### config.mk
export PLATFORM = sky130hd
export DESIGN_NAME = utf8_stream_decoder_flat
export DESIGN_NICKNAME = d
export VERILOG_FILES = /design/src/rtl/u8d_pkg.sv /design/src/rtl/u8d_in_if.sv /design/src/rtl/u8d_out_if.sv /design/src/rtl/u8d_front.sv /design/src/rtl/u8d_fifo.sv /design/src/rtl/u8d_back.sv /design/src/rtl/utf8_stream_decoder.sv /design/src/flat_wrapper.sv
export SDC_FILE = /design/constraint.sdc
export NUM_CORES = 1
export LEC_CHECK = 0
export CAP_MARGIN = 40
export CORE_ASPECT_RATIO = 1.5
export CORE_MARGIN = 1.5
export CORE_UTILIZATION = 64
export CTS_CLUSTER_SIZE = 16
export DETAILED_ROUTE_END_ITERATION = 16
export DONT_BUFFER_PORTS = 1
export MAX_ROUTING_LAYER = met4
export PLACE_DENSITY = 0.8
export SLEW_MARGIN = 25
export SYNTH_ARGS = -nofsm -noshare
export SYNTH_HDL_FRONTEND = slang
export SYNTH_SLANG_ARGS = --single-unit
### constraint.sdc
create_clock -name clk -period 5.4 [get_ports clk]
set_clock_uncertainty 0.15 [all_clocks]
set_input_delay 0.27 -clock clk [delete_from_list [all_inputs] [get_ports clk]]
set_output_delay 0.27 -clock clk [all_outputs]
set_load 0.01 [all_outputs]
### src/rtl/u8d_pkg.sv
// Shared types and constants of the UTF-8 stream decoder.
// No dependencies; the front, queue, back and top files of the decoder import it.
package u8d_pkg;

    localparam int unsigned PADDR_W = 3;

    localparam logic [31:0] HEADER_CODE   = 32'h0000_FEFF;
    localparam logic [31:0] MAX_CP_RESET  = 32'h0010_FFFF;

    localparam logic REG_MAX_CODE_POINT = 1'b0;
    localparam logic REG_STRIP_HEADER   = 1'b1;

    typedef enum logic [2:0] {
        ST_CHAR      = 3'd0,
        ST_BAD_LEAD  = 3'd1,
        ST_BAD_CONT  = 3'd2,
        ST_TOO_LARGE = 3'd3,
        ST_TRUNCATED = 3'd4,
        ST_END_ONLY  = 3'd5
    } status_t;

    typedef enum logic [1:0] {
        CLS_ASCII = 2'd0,
        CLS_CONT  = 2'd1,
        CLS_LEAD  = 2'd2
    } cls_t;

    typedef struct packed {
        cls_t       cls;
        logic [2:0] len;
        logic [6:0] data;
        logic       eot;
    } tok_t;

    typedef struct packed {
        logic full;
        logic empty;
    } fifo_stat_t;

    typedef struct packed {
        logic [31:0] max_code_point;
        logic        strip_header;
    } cfg_t;

endpackage

### src/rtl/u8d_in_if.sv
// Byte channel of the UTF-8 stream decoder: valid/ready plus byte and end flag.
// No dependencies.
interface u8d_in_if;
    logic       valid;
    logic       ready;
    logic [7:0] byte_in;
    logic       end_of_text;

    modport source (output valid, output byte_in, output end_of_text, input ready);
    modport sink   (input valid, input byte_in, input end_of_text, output ready);
endinterface

### src/rtl/u8d_out_if.sv
// Result channel of the UTF-8 stream decoder: valid/ready plus code point,
// status and last flag. No dependencies.
interface u8d_out_if;
    logic        valid;
    logic        ready;
    logic [31:0] code_point;
    logic [2:0]  status;
    logic        last;

    modport source (output valid, output code_point, output status, output last,
                    input ready);
    modport sink   (input valid, input code_point, input status, input last,
                    output ready);
endinterface

### src/rtl/u8d_front.sv
// Front of the decoder: accepts byte beats and classifies each into a token.
// Depends on u8d_pkg and u8d_in_if.
module u8d_front (
    u8d_in_if.sink        byte_ch,
    input  logic          full,
    output logic          push,
    output u8d_pkg::tok_t tok
);
    import u8d_pkg::*;

    logic [7:0] b;

    assign b             = byte_ch.byte_in;
    assign byte_ch.ready = !full;
    assign push          = byte_ch.valid && !full;

    always_comb
    begin
        tok.eot = byte_ch.end_of_text;
        case (b) inside
            [8'h00:8'h7F]:
            begin
                tok.cls  = CLS_ASCII;
                tok.len  = 3'd0;
                tok.data = b[6:0];
            end
            [8'h80:8'hBF]:
            begin
                tok.cls  = CLS_CONT;
                tok.len  = 3'd0;
                tok.data = {1'b0, b[5:0]};
            end
            [8'hC0:8'hDF]:
            begin
                tok.cls  = CLS_LEAD;
                tok.len  = 3'd1;
                tok.data = {2'b0, b[4:0]};
            end
            [8'hE0:8'hEF]:
            begin
                tok.cls  = CLS_LEAD;
                tok.len  = 3'd2;
                tok.data = {3'b0, b[3:0]};
            end
            [8'hF0:8'hF7]:
            begin
                tok.cls  = CLS_LEAD;
                tok.len  = 3'd3;
                tok.data = {4'b0, b[2:0]};
            end
            [8'hF8:8'hFB]:
            begin
                tok.cls  = CLS_LEAD;
                tok.len  = 3'd4;
                tok.data = {5'b0, b[1:0]};
            end
            default:
            begin
                tok.cls  = CLS_LEAD;
                tok.len  = 3'd5;
                tok.data = {5'b0, b[1:0]};
            end
        endcase
    end

endmodule

### src/rtl/u8d_fifo.sv
// Token queue between the decoder front and back.
// Depends on u8d_pkg.
module u8d_fifo #(
    parameter int unsigned DEPTH = 4
) (
    input  logic                  clk,
    input  logic                  rst_n,
    input  logic                  push,
    input  u8d_pkg::tok_t         push_tok,
    input  logic                  pop,
    output u8d_pkg::tok_t         pop_tok,
    output u8d_pkg::fifo_stat_t   stat
);
    import u8d_pkg::*;

    localparam int unsigned AW = (DEPTH > 1) ? $clog2(DEPTH) : 1;
    localparam int unsigned CW = $clog2(DEPTH + 1);

    tok_t          mem_reg [DEPTH];
    logic [AW-1:0] wr_ptr_reg, wr_ptr_next;
    logic [AW-1:0] rd_ptr_reg, rd_ptr_next;
    logic [CW-1:0] count_reg, count_next;
    logic          do_push, do_pop;

    assign stat.full  = (count_reg == CW'(DEPTH));
    assign stat.empty = (count_reg == '0);
    assign do_push    = push && !stat.full;
    assign do_pop     = pop && !stat.empty;
    assign pop_tok    = mem_reg[rd_ptr_reg];

    always_comb
    begin
        wr_ptr_next = wr_ptr_reg;
        rd_ptr_next = rd_ptr_reg;
        count_next  = count_reg;
        if (do_push)
        begin
            wr_ptr_next = (wr_ptr_reg == AW'(DEPTH - 1)) ? '0 : wr_ptr_reg + AW'(1);
        end
        if (do_pop)
        begin
            rd_ptr_next = (rd_ptr_reg == AW'(DEPTH - 1)) ? '0 : rd_ptr_reg + AW'(1);
        end
        if (do_push && !do_pop)
        begin
            count_next = count_reg + CW'(1);
        end
        else if (do_pop && !do_push)
        begin
            count_next = count_reg - CW'(1);
        end
    end

    always_ff @(posedge clk or negedge rst_n)
    begin
        if (!rst_n)
        begin
            wr_ptr_reg <= '0;
            rd_ptr_reg <= '0;
            count_reg  <= '0;
        end
        else
        begin
            wr_ptr_reg <= wr_ptr_next;
            rd_ptr_reg <= rd_ptr_next;
            count_reg  <= count_next;
        end
    end

    always_ff @(posedge clk)
    begin
        if (do_push)
        begin
            mem_reg[wr_ptr_reg] <= push_tok;
        end
    end

endmodule

### src/rtl/u8d_back.sv
// Back of the decoder: assembles tokens into code points, checks limits and
// the header, and holds the result register. Depends on u8d_pkg, u8d_out_if.
module u8d_back (
    input  logic                clk,
    input  logic                rst_n,
    input  u8d_pkg::cfg_t       cfg,
    input  u8d_pkg::fifo_stat_t stat,
    input  u8d_pkg::tok_t       tok,
    output logic                pop,
    u8d_out_if.source           char_ch
);
    import u8d_pkg::*;

    logic [31:0] part_reg, part_next;
    logic [2:0]  pend_reg, pend_next;
    logic        first_reg, first_next;
    logic        failed_reg, failed_next;

    logic        out_valid_reg, out_valid_next;
    logic [31:0] out_cp_reg, out_cp_next;
    status_t     out_st_reg, out_st_next;
    logic        out_last_reg, out_last_next;

    logic        can_load;
    logic        have;
    logic        done;
    logic [31:0] ch;
    logic [31:0] cont_val;
    logic [31:0] cp;
    status_t     st;

    assign can_load   = !out_valid_reg || char_ch.ready;
    assign pop        = can_load && !stat.empty;
    assign cont_val   = {part_reg[25:0], tok.data[5:0]};

    assign char_ch.valid      = out_valid_reg;
    assign char_ch.code_point = out_cp_reg;
    assign char_ch.status     = out_st_reg;
    assign char_ch.last       = out_last_reg;

    always_comb
    begin
        part_next   = part_reg;
        pend_next   = pend_reg;
        first_next  = first_reg;
        failed_next = failed_reg;
        have        = 1'b0;
        done        = 1'b0;
        ch          = '0;
        cp          = '0;
        st          = ST_CHAR;
        if (pop)
        begin
            if (failed_reg)
            begin
                if (tok.eot)
                begin
                    have = 1'b1;
                    st   = ST_END_ONLY;
                end
            end
            else
            begin
                if (pend_reg == 3'd0)
                begin
                    case (tok.cls)
                        CLS_ASCII:
                        begin
                            ch   = {25'b0, tok.data};
                            done = 1'b1;
                        end
                        CLS_LEAD:
                        begin
                            part_next = {25'b0, tok.data};
                            pend_next = tok.len;
                        end
                        default:
                        begin
                            have = 1'b1;
                            st   = ST_BAD_LEAD;
                        end
                    endcase
                end
                else if (tok.cls != CLS_CONT)
                begin
                    have = 1'b1;
                    st   = ST_BAD_CONT;
                end
                else
                begin
                    part_next = cont_val;
                    pend_next = pend_reg - 3'd1;
                    if (pend_reg == 3'd1)
                    begin
                        ch   = cont_val;
                        done = 1'b1;
                    end
                end

                if (done)
                begin
                    part_next  = '0;
                    first_next = 1'b1;
                    if (first_reg || !cfg.strip_header || ch != HEADER_CODE)
                    begin
                        have = 1'b1;
                        if (ch > cfg.max_code_point)
                        begin
                            st = ST_TOO_LARGE;
                        end
                        else
                        begin
                            cp = ch;
                        end
                    end
                end

                if (have && st != ST_CHAR)
                begin
                    failed_next = 1'b1;
                    part_next   = '0;
                    pend_next   = '0;
                end

                if (tok.eot && !have)
                begin
                    have = 1'b1;
                    st   = (pend_next != 3'd0) ? ST_TRUNCATED : ST_END_ONLY;
                end
            end

            if (tok.eot)
            begin
                part_next   = '0;
                pend_next   = '0;
                first_next  = 1'b0;
                failed_next = 1'b0;
            end
        end
    end

    always_comb
    begin
        out_valid_next = out_valid_reg;
        out_cp_next    = out_cp_reg;
        out_st_next    = out_st_reg;
        out_last_next  = out_last_reg;
        if (can_load)
        begin
            out_valid_next = have;
        end
        if (have)
        begin
            out_cp_next   = cp;
            out_st_next   = st;
            out_last_next = tok.eot;
        end
    end

    always_ff @(posedge clk or negedge rst_n)
    begin
        if (!rst_n)
        begin
            part_reg      <= '0;
            pend_reg      <= '0;
            first_reg     <= 1'b0;
            failed_reg    <= 1'b0;
            out_valid_reg <= 1'b0;
        end
        else
        begin
            part_reg      <= part_next;
            pend_reg      <= pend_next;
            first_reg     <= first_next;
            failed_reg    <= failed_next;
            out_valid_reg <= out_valid_next;
        end
    end

    always_ff @(posedge clk)
    begin
        out_cp_reg   <= out_cp_next;
        out_st_reg   <= out_st_next;
        out_last_reg <= out_last_next;
    end

endmodule

### src/rtl/utf8_stream_decoder.sv
// Top level of the UTF-8 stream decoder: register port, front, queue, back.
// Depends on u8d_pkg, u8d_in_if, u8d_out_if, u8d_front, u8d_fifo, u8d_back.
//
//   port      dir   beat / access
//   byte_ch   in    byte_in[7:0], end_of_text
//   char_ch   out   code_point[31:0], status[2:0], last
//   apb       in    0x0 max_code_point, 0x4 strip_header
//
// One byte beat per cycle while the queue is not full; a result travels from its byte
// through the queue entry and then the result register.
// The back handles one token per cycle while its result register can take a result.
// Reset clears the queue, the per-text state and the result valid, and sets the configuration registers to defaults.
// A stalled result holds; the queue of FIFO_DEPTH tokens absorbs the stall
// before byte_ch.ready drops.
module utf8_stream_decoder #(
    parameter int unsigned FIFO_DEPTH = 4
) (
    input  logic                         clk,
    input  logic                         rst_n,
    u8d_in_if.sink                       byte_ch,
    u8d_out_if.source                    char_ch,
    input  logic                         psel,
    input  logic                         penable,
    input  logic                         pwrite,
    input  logic [u8d_pkg::PADDR_W-1:0]  paddr,
    input  logic [31:0]                  pwdata,
    output logic [31:0]                  prdata,
    output logic                         pready
);
    import u8d_pkg::*;

    cfg_t       cfg_reg, cfg_next;
    logic       cfg_wr;
    logic       push;
    logic       pop;
    tok_t       front_tok;
    tok_t       queue_tok;
    fifo_stat_t stat;

    assign pready = 1'b1;
    assign cfg_wr = psel && penable && pwrite && pready;
    assign prdata = (paddr[2] == REG_STRIP_HEADER) ? {31'b0, cfg_reg.strip_header}
                                                  : cfg_reg.max_code_point;

    always_comb
    begin
        cfg_next = cfg_reg;
        if (cfg_wr)
        begin
            if (paddr[2] == REG_MAX_CODE_POINT)
            begin
                cfg_next.max_code_point = pwdata;
            end
            else
            begin
                cfg_next.strip_header = pwdata[0];
            end
        end
    end

    always_ff @(posedge clk or negedge rst_n)
    begin
        if (!rst_n)
        begin
            cfg_reg.max_code_point <= MAX_CP_RESET;
            cfg_reg.strip_header   <= 1'b0;
        end
        else
        begin
            cfg_reg <= cfg_next;
        end
    end

    u8d_front u_front (
        .byte_ch (byte_ch),
        .full    (stat.full),
        .push    (push),
        .tok     (front_tok)
    );

    u8d_fifo #(
        .DEPTH (FIFO_DEPTH)
    ) u_fifo (
        .clk      (clk),
        .rst_n    (rst_n),
        .push     (push),
        .push_tok (front_tok),
        .pop      (pop),
        .pop_tok  (queue_tok),
        .stat     (stat)
    );

    u8d_back u_back (
        .clk     (clk),
        .rst_n   (rst_n),
        .cfg     (cfg_reg),
        .stat    (stat),
        .tok     (queue_tok),
        .pop     (pop),
        .char_ch (char_ch)
    );

    a_cp_zero_on_error: assert property (@(posedge clk) disable iff (!rst_n)
        char_ch.valid && char_ch.status != ST_CHAR |-> char_ch.code_point == '0)
        else $error("code point not zero on a non-character result");

    a_end_carries_last: assert property (@(posedge clk) disable iff (!rst_n)
        char_ch.valid && (char_ch.status == ST_TRUNCATED || char_ch.status == ST_END_ONLY)
        |-> char_ch.last)
        else $error("end result without last");

    a_push_fills_queue: assert property (@(posedge clk) disable iff (!rst_n)
        push && !pop |=> !stat.empty)
        else $error("queue empty after a beat was stored");

    a_pop_needs_token: assert property (@(posedge clk) disable iff (!rst_n)
        pop |-> !stat.empty)
        else $error("token taken from an empty queue");

endmodule
### src/flat_wrapper.sv
// flat-port wrapper written by rule: the top's interface ports become plain ports
module utf8_stream_decoder_flat import u8d_pkg::*;
#(
    parameter int unsigned FIFO_DEPTH = 4
)
  (clk, rst_n, psel, penable, pwrite, paddr, pwdata, prdata, pready, byte_ch_valid, byte_ch_byte_in, byte_ch_end_of_text, byte_ch_ready, char_ch_valid, char_ch_code_point, char_ch_status, char_ch_last, char_ch_ready);
  u8d_in_if byte_ch_i ();
  u8d_out_if char_ch_i ();
  input  logic clk;
  input  logic rst_n;
  input  logic psel;
  input  logic penable;
  input  logic pwrite;
  input  logic [u8d_pkg::PADDR_W-1:0] paddr;
  input  logic [31:0] pwdata;
  output logic [31:0] prdata;
  output logic pready;
  input wire logic [$bits(byte_ch_i.valid)-1:0] byte_ch_valid;
  input wire logic [$bits(byte_ch_i.byte_in)-1:0] byte_ch_byte_in;
  input wire logic [$bits(byte_ch_i.end_of_text)-1:0] byte_ch_end_of_text;
  output wire logic [$bits(byte_ch_i.ready)-1:0] byte_ch_ready;
  output wire logic [$bits(char_ch_i.valid)-1:0] char_ch_valid;
  output wire logic [$bits(char_ch_i.code_point)-1:0] char_ch_code_point;
  output wire logic [$bits(char_ch_i.status)-1:0] char_ch_status;
  output wire logic [$bits(char_ch_i.last)-1:0] char_ch_last;
  input wire logic [$bits(char_ch_i.ready)-1:0] char_ch_ready;
  assign byte_ch_i.valid = byte_ch_valid;
  assign byte_ch_i.byte_in = byte_ch_byte_in;
  assign byte_ch_i.end_of_text = byte_ch_end_of_text;
  assign byte_ch_ready = byte_ch_i.ready;
  assign char_ch_valid = char_ch_i.valid;
  assign char_ch_code_point = char_ch_i.code_point;
  assign char_ch_status = char_ch_i.status;
  assign char_ch_last = char_ch_i.last;
  assign char_ch_i.ready = char_ch_ready;
  utf8_stream_decoder #(.FIFO_DEPTH(FIFO_DEPTH)) u_core (.clk(clk), .rst_n(rst_n), .byte_ch(byte_ch_i), .char_ch(char_ch_i), .psel(psel), .penable(penable), .pwrite(pwrite), .paddr(paddr), .pwdata(pwdata), .prdata(prdata), .pready(pready));
endmodule
## After elaboration in Yosys (flattened, before gate mapping)

Memory sizes are Yosys's and may differ from the RTL's.
Index checks and enable logic that the tools add are counted.

- Word-level logic and storage cells: 155
- Memories kept: 1
- Output and inout port bits: 71
- RAM bits: 52
- Input bits: 51
- Bits in registers: 108

- $add $sub $neg: 5
- Reductions and logical operators: 40
- Magnitude comparators: 13
- Muxes and demuxes: 69
- Bitwise operators: 4
- Equality and inequality tests: 10

Memories:

| memory | depth | width | read ports | clocked after memory_dff | write ports | line | text |
|---|---|---|---|---|---|---|---|
| u_core.u_fifo.mem_reg | 4 | 13 | 1 | 0 | 1 | u8d_fifo.sv:19 | `tok_t mem_reg [DEPTH];` |

Operator list:

| cell | number |
|---|---|
| $mux W32 | 6 |
| $mux W26 | 7 |
| $mux W3 | 19 |
| $ge A8 B8 Y1 const B | 5 |
| $le A8 B8 Y1 const B | 5 |
| $mux W12 | 3 |
| $gt A32 B32 Y1 | 1 |
| $ne A32 B16 Y1 const B | 1 |
| $mux W1 | 27 |
| $mux W10 | 2 |
| $logic_and A1 B1 Y1 | 16 |
| $ge A8 B1 Y1 const B | 1 |
| $le A8 B7 Y1 const B | 1 |
| $mux W8 | 1 |
| $logic_not A1 Y1 | 7 |
| $mux W7 | 1 |
| $eq A2 B2 Y1 const B | 3 |
| $logic_not A3 Y1 | 2 |
| $mux W2 | 3 |
| $reduce_and A2 Y1 | 3 |
| $reduce_bool A3 Y1 | 2 |
| $sub A3 B1 Y3 const B | 2 |
| $ne A5 B2 Y1 const B | 1 |
| $ne A5 B3 Y1 const B | 1 |
| other kinds (14) | 21 |

## Logic depth before layout (Yosys ltp)

Gate-level depths: netlist (run 1).

- Depth in word-level cells: 21
- Gate-level depth with buffers: 16
- Depth with buffers taken out: 14

## Modules after synthesis

From an unflattened synthesis (run 1), not the netlist that was laid out.

- Cells, all modules: 637
- Area total of the unflattened synthesis: 8121.5 um^2

Modules (own cells, without submodules):

| module | area each (um^2) | seq. area each (um^2) | times used | cells an instance |
|---|---|---|---|---|
| u8d_back | 4042.6 | 1881.8 | 1 | 405 |
| u8d_fifo | 2338.5 | 1736.7 | 1 | 105 |
| utf8_stream_decoder | 1622.8 | 847.1 | 1 | 108 |
| u8d_front | 117.6 | 0.0 | 1 | 19 |

## Worst setup path after synthesis (run 1)

No wires, ideal clock.

- Path kind: flip-flop to flip-flop
- Start: register u_core.u_fifo.rd_ptr_reg[0]
- End: register u_core.u_back.out_cp_reg[0] (netlist: u_core.u_back.char_ch.code_point[0]), enable pin
- Slack: 401 ps
- Clock period less this slack: 4999 ps
- Stages on the path, launching flop included: 9
- Data arrival time: 4369 ps
- Path buffers: 1
- Data required time: 4771 ps
- Path through: dfrtp_1 buf_6 mux4_2 inv_1 a21oi_2 nor3_1 o31a_1 nor2_1 o21ai_0

- Cells in the longest elaborated chain, start to end: 17

Ends and longest elaborated chain:

| element | line | text |
|---|---|---|
| start: declaration | u8d_fifo.sv:21 | `logic [AW-1:0] rd_ptr_reg, rd_ptr_next;` |
| start signal: assignment | u8d_fifo.sv:65 | `rd_ptr_reg <= rd_ptr_next;` |
| $mem_v2 Z4 W13 * | -- |  |
| $ne A2 B1 Y1 (tied with other cells) | u8d_back.sv:84 | `else if (tok.cls != CLS_CONT)` |
| $mux W32 or $mux W7 (tied branches) | u8d_back.sv:84, u8d_back.sv:66 |  |
| $mux W32 | u8d_back.sv:64 | `if (pend_reg == 3'd0)` |
| $mux W32 | u8d_back.sv:54 | `if (failed_reg)` |
| $mux W32 | u8d_back.sv:52 | `if (pop)` |
| $ne A32 B16 Y1 | u8d_back.sv:104 | `if (first_reg \|\| !cfg.strip_header \|\| ch != HEADER_CODE)` |
| $logic_or A1 B1 Y1 | u8d_back.sv:104 |  |
| (+2 left out) | -- |  |
| $mux W1 | u8d_back.sv:54 |  |
| $mux W1 | u8d_back.sv:52 |  |
| $logic_not A1 Y1 | u8d_back.sv:125 | `if (tok.eot && !have)` |
| $logic_and A1 B1 Y1 | u8d_back.sv:125 |  |
| $mux W1 | u8d_back.sv:125 |  |
| $mux W1 * | u8d_back.sv:54 |  |
| $mux W1 * | u8d_back.sv:52 |  |
| via u_core.u_back.have | u8d_back.sv:25 | `logic have;` |
| end signal: assignment | u8d_back.sv:182 | `out_cp_reg <= out_cp_next;` |
| end: declaration | u8d_back.sv:20 | `logic [31:0] out_cp_reg, out_cp_next;` |

The timed path passes the listed nets; every way through them passes the cells marked *. The select of a mux whose other input is x is not followed.
A chain may end at the register's enable or synchronous reset.

## Worst setup path after layout (run 1)

- Start: register u_core.u_fifo.rd_ptr_reg[0]
- End: register u_core.u_back.out_cp_reg[27] (netlist: u_core.u_back.char_ch.code_point[27]), data pin

- Cells in the longest elaborated chain, start to end: 10

Ends and longest elaborated chain:

| element |
|---|
| $mem_v2 Z4 W13 * |
| parallel branches: the longest is 9 deep, another holds $gt A32 B32 Y1 |

Mark *: on every way between the ends. The select of a mux whose other input is x is not followed.

==> flow_summary.json, run 1 <==
{
  "synthesis.nets": 693,
  "power_switching_share_pct": 35.6,
  "ant_nets": 0,
  "reg2reg_depth": 14,
  "gp_congestion": 0.861,
  "timing_worst_slew_pin_value_ns": 0.726,
  "clock_sinks": 160,
  "slew_headroom_pct": 51.4,
  "yosys_warnings": 0,
  "nNetsFinal": 744,
  "post_cts_buffers": 0,
  "yosysMostFrequentCell": "edfxtp_1",
  "drv_slew": 0,
  "synth_top_area_cell": "edfxtp_1",
  "slowest_stage": "and3_1",
  "dp.cells": 738,
  "critPathLaunchType": "flop",
  "ir_drop_mv": 0.460,
  "cp_top_family": "simple AND/OR/NAND/NOR gates",
  "cts_tree": "built",
  "routed_wirelength_um": 17200,
  "vias_per_cell": 6.12,
  "hold_class": "input port to flop",
  "combinationalPowerShare_pct": 31.6,
  "power.leakage_nw": 3.76,
  "synth_edf_count": 88,
  "detail_route.wl_per_cell_um": 21.1,
  "critPathBufInv": 2,
  "finalCritPeriodShare_pct": 91.8,
  "core_area_um2": 11900,
  "status": "completed",
  "area_delta_synth_final_pct": 15.9,
  "finalWorstPathRequiredPeriod_ns": 4.96,
  "grt_usage_pct": 29.2,
  "start_util_pct": 65.1,
  "async_flop_share_pct": 45.0,
  "pre_cts_ws_ns": 0.481,
  "p_sw_mw": 1.68,
  "postSynthCellCount": 600,
  "place_area_um2": 7880,
  "antenna_found_initial": 0,
  "fillers": 728,
  "path_clk_slew_ns": 0.06,
  "synthTopCellsByArea": "edfxtp_1 (34%), dfrtp_1 (18%), ha_1 (6.6%)",
  "finalSetupTns_ns": 0,
  "grt_setup_unrepaired": "no",
  "row_count": 49,
  "postLayoutSetupSlackWorst_ns": 0.440,
  "drt-pass1-iter-count": 5,
  "synth_ff_type": "edfxtp_1",
  "synth.distinct_cells": 55,
  "power_mw": 4.71,
  "synth_commonest_cells": "edfxtp_1 (88), and2_1 (59), dfrtp_1 (55)",
  "hpwl_um": 11700,
  "cp.required_ns": 5.54,
  "netlist.area_leader.share_pct": 34.1,
  "cp_max_fo": 29,
  "io_pins": 122,
  "holdWs_ns": 0.0108,
  "power_density_nw_per_um2": 525,
  "first_global_vias": 5213,
  "crit_chain": "mux4_2 -> nor2b_2 -> and3_1 -> nand2_1 -> inv_1 -> ha_1 -> nand4_1 -> or4_1 -> nor3_1 -> a21oi_1 -> a31oi_1 -> and3_1 -> buf_4 -> and2_1",
  "num_vias": 5003,
  "die_x_um": 92.8,
  "yosysSeqAreaShare_pct": 57.7,
  "critPathCaptureType": "flop",
  "critPathKind": "flop to flop",
  "grt_pass1_wl_um": 26800,
  "dieArea_um2": 12800,
  "cp.depth": 14,
  "grt_start_max_net_pins": 73,
  "p_seq_share_pct": 42.8,
  "hold_viol": 0,
  "instances_no_fill": 817,
  "syn_area_um2": 7740,
  "clockBufferDepth": 2,
  "dieHeight_um": 138,
  "critPathMaxStageDelay_ns": 0.66,
  "maxClockFrequency_ghz": 0.202,
  "remaining_drc_errors": 0,
  "cts_made_buffers": 17,
  "fin_util_pct": 75.4,
  "clk_latency_ns": 0.43,
  "hold_depth": 1,
  "largest_reg_flops": 52,
  "ys_seq_elements": 160,
  "final_cell_area_um2": 8970,
  "drv_cap": 0,
  "syn_avg_cell_area_um2": 12.9,
  "drive_gt1_share_pct": 18.1,
  "clkPwrFrac_pct": 25.5,
  "ctsRootBufferMaster": "clkbuf_16",
  "arrival_ns": 5.10,
  "intPower_mw": 3.03,
  "drt-initial-drc-count": 341,
  "htreeDepth": 4,
  "overflow": 0,
  "path_common_cell": "and3_1",
  "setup-violations-final": 0,
  "antenna_cells": 0,
  "port_buffers": 0
}
## layout by cell type (no fill, tap or decap), drive strengths merged, types with 4 or more instances in the layout
| master | n |
|---|---|
| ha | 41 |
| clkinvlp | 4 |
| edfxtp | 88 |
| mux2 | 37 |
| dlygate4sd3 | 44 |
| clkbuf | 18 |
| nand2 | 16 |
| buf | 11 |
| dfrtp | 55 |
| nor2b | 7 |
| a21oi | 19 |
| a22o | 27 |
| nand4 | 9 |
| nor4 | 8 |
| mux4 | 15 |
| o21ai | 15 |
| nand2b | 9 |
| nand3 | 7 |
| and3 | 11 |
| dfstp | 17 |
| and2 | 60 |
| nor2 | 47 |
| clkinv | 7 |
| inv | 47 |
## area by class of cell
class,count,area [um^2],area share [%]
inverter,47,176,1.97
timing repair buffer,55,551,6.14
tap,153,191,2.13
clock buffer,18,429,4.78
multi-input combinational,370,2990,33.3
clock inverter,14,168,1.87
sequential,160,4470,49.8
## power groups by stage
stage               combinational (mW)  clock (mW)  sequential, mW
finish                            1.49        1.20            2.02
global route                      1.64        1.27            2.05
CTS                               1.48        1.21            2.02
detailed placement                1.42           0            2.04
global placement                  1.34           0            2.02
floorplan                         1.09           0            1.97
## cells by family after synthesis
| group | after synthesis | synth area share, % |
|---|---|---|
| buffers and inverters | 70 | 3.80 |
| AOI/OAI and AO/OA | 82 | 7.57 |
| other | 1 | 0.0485 |
| DFF | 160 | 57.7 |
| muxes | 54 | 10.0 |
| xor gates and xnor gates | 3 | 0.340 |
| adders and majority gates | 42 | 6.89 |
| and+or+nand+nor | 188 | 13.6 |
## timing repair
action	CTS	global route
hold buffers	45	0
endpoints found under the hold margin	145	0
resized for setup	0	0
## metal layers
| metal | global-route usage [%] | wire (um) | vias up |
|---|---|---|---|
| li1 | - | - | 2281 |
| met5 | - | 0 | - |
| met4 | 14.3 | 652 | 0 |
| met2 | 52.9 | 9820 | 179 |
| met3 | 6.02 | 638 | 48 |
| met1 | 29.6 | 6100 | 2495 |
## path summary, 6_finish.rpt
| check | startpoint | end | slack, ns |
|---|---|---|---|
| max reg2reg | u_core.u_fifo.rd_ptr_reg[0] | u_core.u_back.char_ch.code_point[27] | 0.44 |
| min | byte_ch_byte_in[2] | u_core.u_fifo.mem_reg[3][3] | 0.01 |
| min reg2reg | u_core.cfg_reg[27] | u_core.cfg_reg[27] | 0.35 |
| max | u_core.u_fifo.rd_ptr_reg[0] | u_core.u_back.char_ch.code_point[27] | 0.44 |
| min in group asynchronous | rst_n | u_core.cfg_reg[25] | 0.23 |
| max in group asynchronous | rst_n | u_core.cfg_reg[6] | 4.51 |
Power figures use the tool's default switching activity.
==> run 2, diff against run 1 <==
--- a/config.mk
+++ b/config.mk
@@ -7,7 +7,6 @@
 export LEC_CHECK = 0
 export CAP_MARGIN = 40
 export CORE_ASPECT_RATIO = 1.5
-export CORE_MARGIN = 1.5
 export CORE_UTILIZATION = 64
 export CTS_CLUSTER_SIZE = 16
 export DETAILED_ROUTE_END_ITERATION = 16
==> run 2 against run 1 <==
Compared with the run above: combinational power is 4% higher; critical path depth stayed put; clock-buffer cell count down 1; fmax increased by 3.0%; first-iteration DRC count shrank 17%; worst hold slack better by 0.0030 ns; non-clock buffer count is 2 higher; critical path type unchanged; critical endpoint is now u_core.u_back.char_ch.code_point[30].
==> flow_summary.json, run 2 (synthesis gave the netlist of run 1 again) <==
{
  "power_density_nw_per_um2": 529,
  "path_common_cell": "and3_1",
  "mostFrequentLayoutCell": "edfxtp_1",
  "endpoint": "u_core.u_back.char_ch.code_point[30]",
  "largest_reg_flops": 52,
  "remaining_drc_errors": 0,
  "nNetsFinal": 746,
  "routed_wirelength_um": 17300,
  "critPathBufInv": 2,
  "hold_viol": 0,
  "power.leakage_nw": 3.77,
  "timing_worst_slew_pin_value_ns": 0.694,
  "setup-violations-final": 0,
  "finalWorstPathRequiredPeriod_ns": 4.82,
  "port_buffers": 0,
  "core_area_um2": 11700,
  "area_delta_synth_final_pct": 16.3,
  "critPathLaunchType": "flop",
  "slew_headroom_pct": 53.7,
  "grt_usage_pct": 30.3,
  "post_cts_buffers": 0,
  "start_util_pct": 66.4,
  "grt_pass1_wl_um": 27200,
  "hold_class": "input port to flop",
  "slowest_stage": "mux4_2",
  "hpwl_um": 11700,
  "overflow": 0,
  "clkPwrFrac_pct": 25.3,
  "cp_top_family": "simple AND/OR/NAND/NOR gates",
  "holdWs_ns": 0.0138,
  "cts_made_buffers": 17,
  "layout_common_cells": "edfxtp_1 (88), and2_1 (59), dfrtp_1 (55)",
  "status": "completed",
  "cts_tree": "built",
  "io_pins": 122,
  "p_seq_share_pct": 42.3,
  "critPathKind": "flop to flop",
  "antenna_found_initial": 0,
  "crit_start": "u_core.u_fifo.rd_ptr_reg[0]",
  "cp.depth": 14,
  "maxClockFrequency_ghz": 0.208,
  "worstReg2RegStart": "u_core.u_fifo.rd_ptr_reg[0]",
  "clk_latency_ns": 0.42,
  "arrival_ns": 4.96,
  "ctsRootBufferMaster": "clkbuf_16",
  "path_clk_slew_ns": 0.06,
  "critPathCaptureType": "flop",
  "grt_setup_unrepaired": "no",
  "antenna_cells": 0,
  "reg2reg_setup_slack_ns": 0.58,
  "first_global_vias": 5399,
  "cp_max_fo": 19,
  "cts_resized": 0,
  "combinationalPowerShare_pct": 32.5,
  "ant_nets": 0,
  "finalCritPeriodShare_pct": 89.2,
  "ir_drop_mv": 0.504,
  "num_vias": 5024,
  "detail_route.wl_per_cell_um": 21.2,
  "fillers": 700,
  "htreeDepth": 4,
  "die_x_um": 91.8,
  "reg2reg_depth": 14,
  "row_count": 48,
  "p_sw_mw": 1.70,
  "grt_start_max_net_pins": 73,
  "drive_gt1_share_pct": 17.9,
  "cp.required_ns": 5.54,
  "crit_chain": "mux4_2 -> nor2b_2 -> and3_1 -> nand2_1 -> inv_1 -> ha_1 -> nand4_1 -> or4_1 -> nor3_1 -> a21oi_1 -> a31oi_1 -> and3_1 -> buf_4 -> and3_1",
  "drt-initial-drc-count": 283,
  "drv_slew": 0,
  "critPathMaxStageDelay_ns": 0.61,
  "drt-pass1-iter-count": 5,
  "gp_congestion": 0.926,
  "drv_cap": 0,
  "dieHeight_um": 137,
  "vias_per_cell": 6.16,
  "clock_sinks": 160,
  "finalSetupTns_ns": 0,
  "worstReg2RegEnd": "u_core.u_back.char_ch.code_point[30]",
  "dieArea_um2": 12500,
  "clockBufferDepth": 2,
  "intPower_mw": 3.07,
  "power_switching_share_pct": 35.6
}
-- run 2: changes by cell type in the layout (fill, tap and decap cells not counted) --
cell / previous run / this run
clkinv_1: 2 / 5
clkbuf_1: 1 / 0
clkinv_2: 1 / 0
inv_6: 0 / 3
dlygate4sd3_1: 44 / 45
clkinvlp_4: 4 / 3
clkinv_4: 4 / 1
buf_16: 1 / 2
-- run 2: power groups by stage --
stage	Combinational, mW	Clock, mW	Sequential [mW]
after floorplan	1.09	0	1.97
final	1.55	1.20	2.01
after detailed placement	1.48	0	2.03
after global placement	1.36	0	2.01
after CTS	1.54	1.21	2.01
after global routing	1.69	1.26	2.04
-- run 2: layer usage --
layer	track usage, %	wire length (um)
met5	-	0
met4	15.1	699
met3	6.39	630
met2	55.3	9790
met1	30.5	6180
-- run 2: final cells by class --
type / count / area (um^2) / share of cell area, %
Sequential cell: 160 / 4470 / 49.6
Clock buffer: 17 / 425 / 4.73
Tap cell: 150 / 188 / 2.09
Inverter: 47 / 176 / 1.96
Clock inverter: 15 / 166 / 1.85
Multi-Input combinational cell: 370 / 2990 / 33.2
Timing Repair Buffer: 57 / 588 / 6.53
-- run 2: how the worst min path moves through the flow --
stage	startpoint	to	slack, ns	cells after the start
finish	byte_ch_byte_in[4]	u_core.u_fifo.mem_reg[2][10]	0.01	2
global route	byte_ch_byte_in[7]	u_core.u_fifo.mem_reg[3][11]	0.007	1
CTS	byte_ch_byte_in[6]	u_core.u_fifo.mem_reg[3][7]	0.001	1
detailed placement	rst_n	u_core.cfg_reg[25]	-0.17	0
global placement	rst_n	u_core.cfg_reg[25]	-0.17	0
floorplan	rst_n	u_core.cfg_reg[0]	-0.18	0
-- run 2: repair_timing --
action | 4_1_cts | 5_1_grt
endpoints found under the setup margin | 0 | 0
hold buffers | 46 | 0
hold endpoints to repair | 150 | 0
-- run 2: through the flow --
stage	utilization [%]	instances	power (mW)	setup slack, ns	instance area [um^2]
after CTS	77.1	815	4.76	0.590	8990
after global placement	67.6	735	3.37	0.825	7880
final	77.2	816	4.76	0.584	9000
after floorplan	-	600	3.06	0.401	7740
after detailed placement	68.0	737	3.51	0.660	7920
after global routing	77.2	816	4.99	0.289	9000
==> run 3, diff against run 2 <==
==> constraint.sdc (replaced) <==
create_clock -name clk -period 5.4 [get_ports clk]
set_clock_uncertainty 0.15 [all_clocks]
set_input_delay 0.54 -clock clk [delete_from_list [all_inputs] [get_ports clk]]
set_output_delay 0.54 -clock clk [all_outputs]
set_load 0.01 [all_outputs]
==> run 3 against run 2 <==
Compared with the run above: worst setup slack gained 0.0029 ns; worst hold slack gained 0.051 ns; sequential share of layout area grew 2.4 points; global-route usage shrank 2.2 points; final cell count shrank 5.4%; clock-buffer cell count grew 3; wire length shrank 6.6%; core utilization shrank 3.6 points; fmax is essentially flat; flip-flop and latch count is the same; via count shrank 4.6%; combinational power is essentially flat; critical path type unchanged; critical endpoint is now u_core.u_back.char_ch.code_point[6]; largest power group unchanged.
==> flow_summary.json, run 3 (synthesis gave the netlist of run 1 again) <==
{
  "fin_util_pct": 73.6,
  "hold_viol": 0,
  "ctsRootBufferMaster": "clkbuf_16",
  "finalWorstPathRequiredPeriod_ns": 4.81,
  "ir_drop_mv": 0.464,
  "drt-pass1-iter-count": 5,
  "dieArea_um2": 12500,
  "mostFrequentLayoutCell": "edfxtp_1",
  "grt_pass1_wl_um": 25300,
  "critPathBufInv": 2,
  "final_cell_area_um2": 8580,
  "largest_reg_flops": 52,
  "cp_top_family": "simple AND/OR/NAND/NOR gates",
  "holdWs_ns": 0.0647,
  "port_buffers": 0,
  "path_common_cell": "and3_1",
  "finalSetupTns_ns": 0,
  "critPathKind": "flop to flop",
  "clk_latency_ns": 0.42,
  "finalCritPeriodShare_pct": 89.1,
  "remaining_drc_errors": 0,
  "first_global_vias": 4978,
  "row_count": 48,
  "slew_headroom_pct": 53.6,
  "nNetsFinal": 702,
  "arrival_ns": 4.93,
  "ant_nets": 0,
  "htreeDepth": 4,
  "cts_made_buffers": 17,
  "antenna_cells": 0,
  "instances_no_fill": 772,
  "setup-violations-final": 0,
  "drv_cap": 0,
  "cts_tree": "built",
  "dieHeight_um": 137,
  "grt_start_max_net_pins": 73,
  "cp_max_fo": 19,
  "critPathMaxStageDelay_ns": 0.61,
  "critPathCaptureType": "flop",
  "grt_setup_unrepaired": "no",
  "place_area_um2": 7920,
  "core_area_um2": 11700,
  "layout_common_cells": "edfxtp_1 (88), and2_1 (59), dfrtp_1 (55)",
  "clockBufferDepth": 2,
  "timing_worst_slew_pin_value_ns": 0.691,
  "drv_slew": 0,
  "slowest_stage": "mux4_2",
  "dp.cells": 737,
  "num_vias": 4792,
  "path_clk_slew_ns": 0.06,
  "postLayoutSetupSlackWorst_ns": 0.587,
  "hold_class": "input port to flop",
  "gp_congestion": 0.921,
  "power.leakage_nw": 3.61,
  "crit_chain": "mux4_2 -> nor2b_2 -> and3_1 -> nand2_1 -> inv_1 -> ha_1 -> nand4_1 -> or4_1 -> nor3_1 -> a21oi_1 -> a31oi_1 -> and3_1 -> buf_4 -> nor2b_1",
  "drive_gt1_share_pct": 19.8,
  "drt-initial-drc-count": 265,
  "detail_route.wl_per_cell_um": 20.9,
  "power_mw": 4.75,
  "io_pins": 122,
  "hpwl_um": 11800,
  "critPathLaunchType": "flop",
  "overflow": 0,
  "power_density_nw_per_um2": 553,
  "post_cts_buffers": 0,
  "status": "completed",
  "grt_usage_pct": 28.1,
  "maxClockFrequency_ghz": 0.208,
  "routed_wirelength_um": 16200,
  "clock_sinks": 160,
  "antenna_found_initial": 0,
  "die_x_um": 91.8,
  "area_delta_synth_final_pct": 10.9,
  "vias_per_cell": 6.21,
  "start_util_pct": 66.4,
  "cp.required_ns": 5.52,
  "pre_cts_ws_ns": 0.550
}
run 3: cell types whose count changed in the layout (fill, tap and decap cells not counted), moves of 2 or more:
cell and change:
clkbuf_8 +2, clkinv_2 +2, clkinv_1 -5, dlygate4sd3_1 -44
run 3: cell type report:
class	count	area, um^2
Clock inverter	12	156
Tap cell	150	188
Inverter	47	176
Fill cell	733	3070
Clock buffer	20	457
Sequential cell	160	4470
Multi-Input combinational cell	370	2990
Timing Repair Buffer	13	148
run 3: power breakdown:
group	switching [mW]	leakage, nW	internal (mW)
Combinational	0.939	1.57	0.576
Sequential	0.259	1.74	1.75
Clock	0.473	0.297	0.754
run 3: repair_timing:
item                                    4_1_cts  5_1_grt
endpoints found under the setup margin        0        0
resized for setup                             0        0
endpoints found under the hold margin        72        0
hold buffers                                  2        0
run 3: worst paths after layout:
path | from | endpoint | slack (ns) | depth (start not counted)
hold reg to reg | u_core.u_fifo.count_reg[2] | u_core.u_fifo.count_reg[2] | 0.35 | 1
min in group asynchronous | rst_n | u_core.cfg_reg[25] | 0.52 | 2
setup reg to reg | u_core.u_fifo.rd_ptr_reg[0] | u_core.u_back.char_ch.code_point[6] | 0.59 | 14
max in group asynchronous | rst_n | u_core.cfg_reg[11] | 4.22 | 2
setup / recovery | u_core.u_fifo.rd_ptr_reg[0] | u_core.u_back.char_ch.code_point[6] | 0.59 | 14
hold / removal | byte_ch_byte_in[1] | u_core.u_fifo.mem_reg[3][2] | 0.06 | 0
run 3: routing by layer:
| layer | GRT usage, % | up-vias | part of all wire, % |
|---|---|---|---|
| li1 | - | 2190 | - |
| met1 | 28.1 | 2378 | 36 |
| met2 | 52.0 | 168 | 57 |
| met3 | 6.06 | 56 | 3.6 |
| met4 | 12.8 | 0 | 3.6 |
| met5 | - | - | 0 |
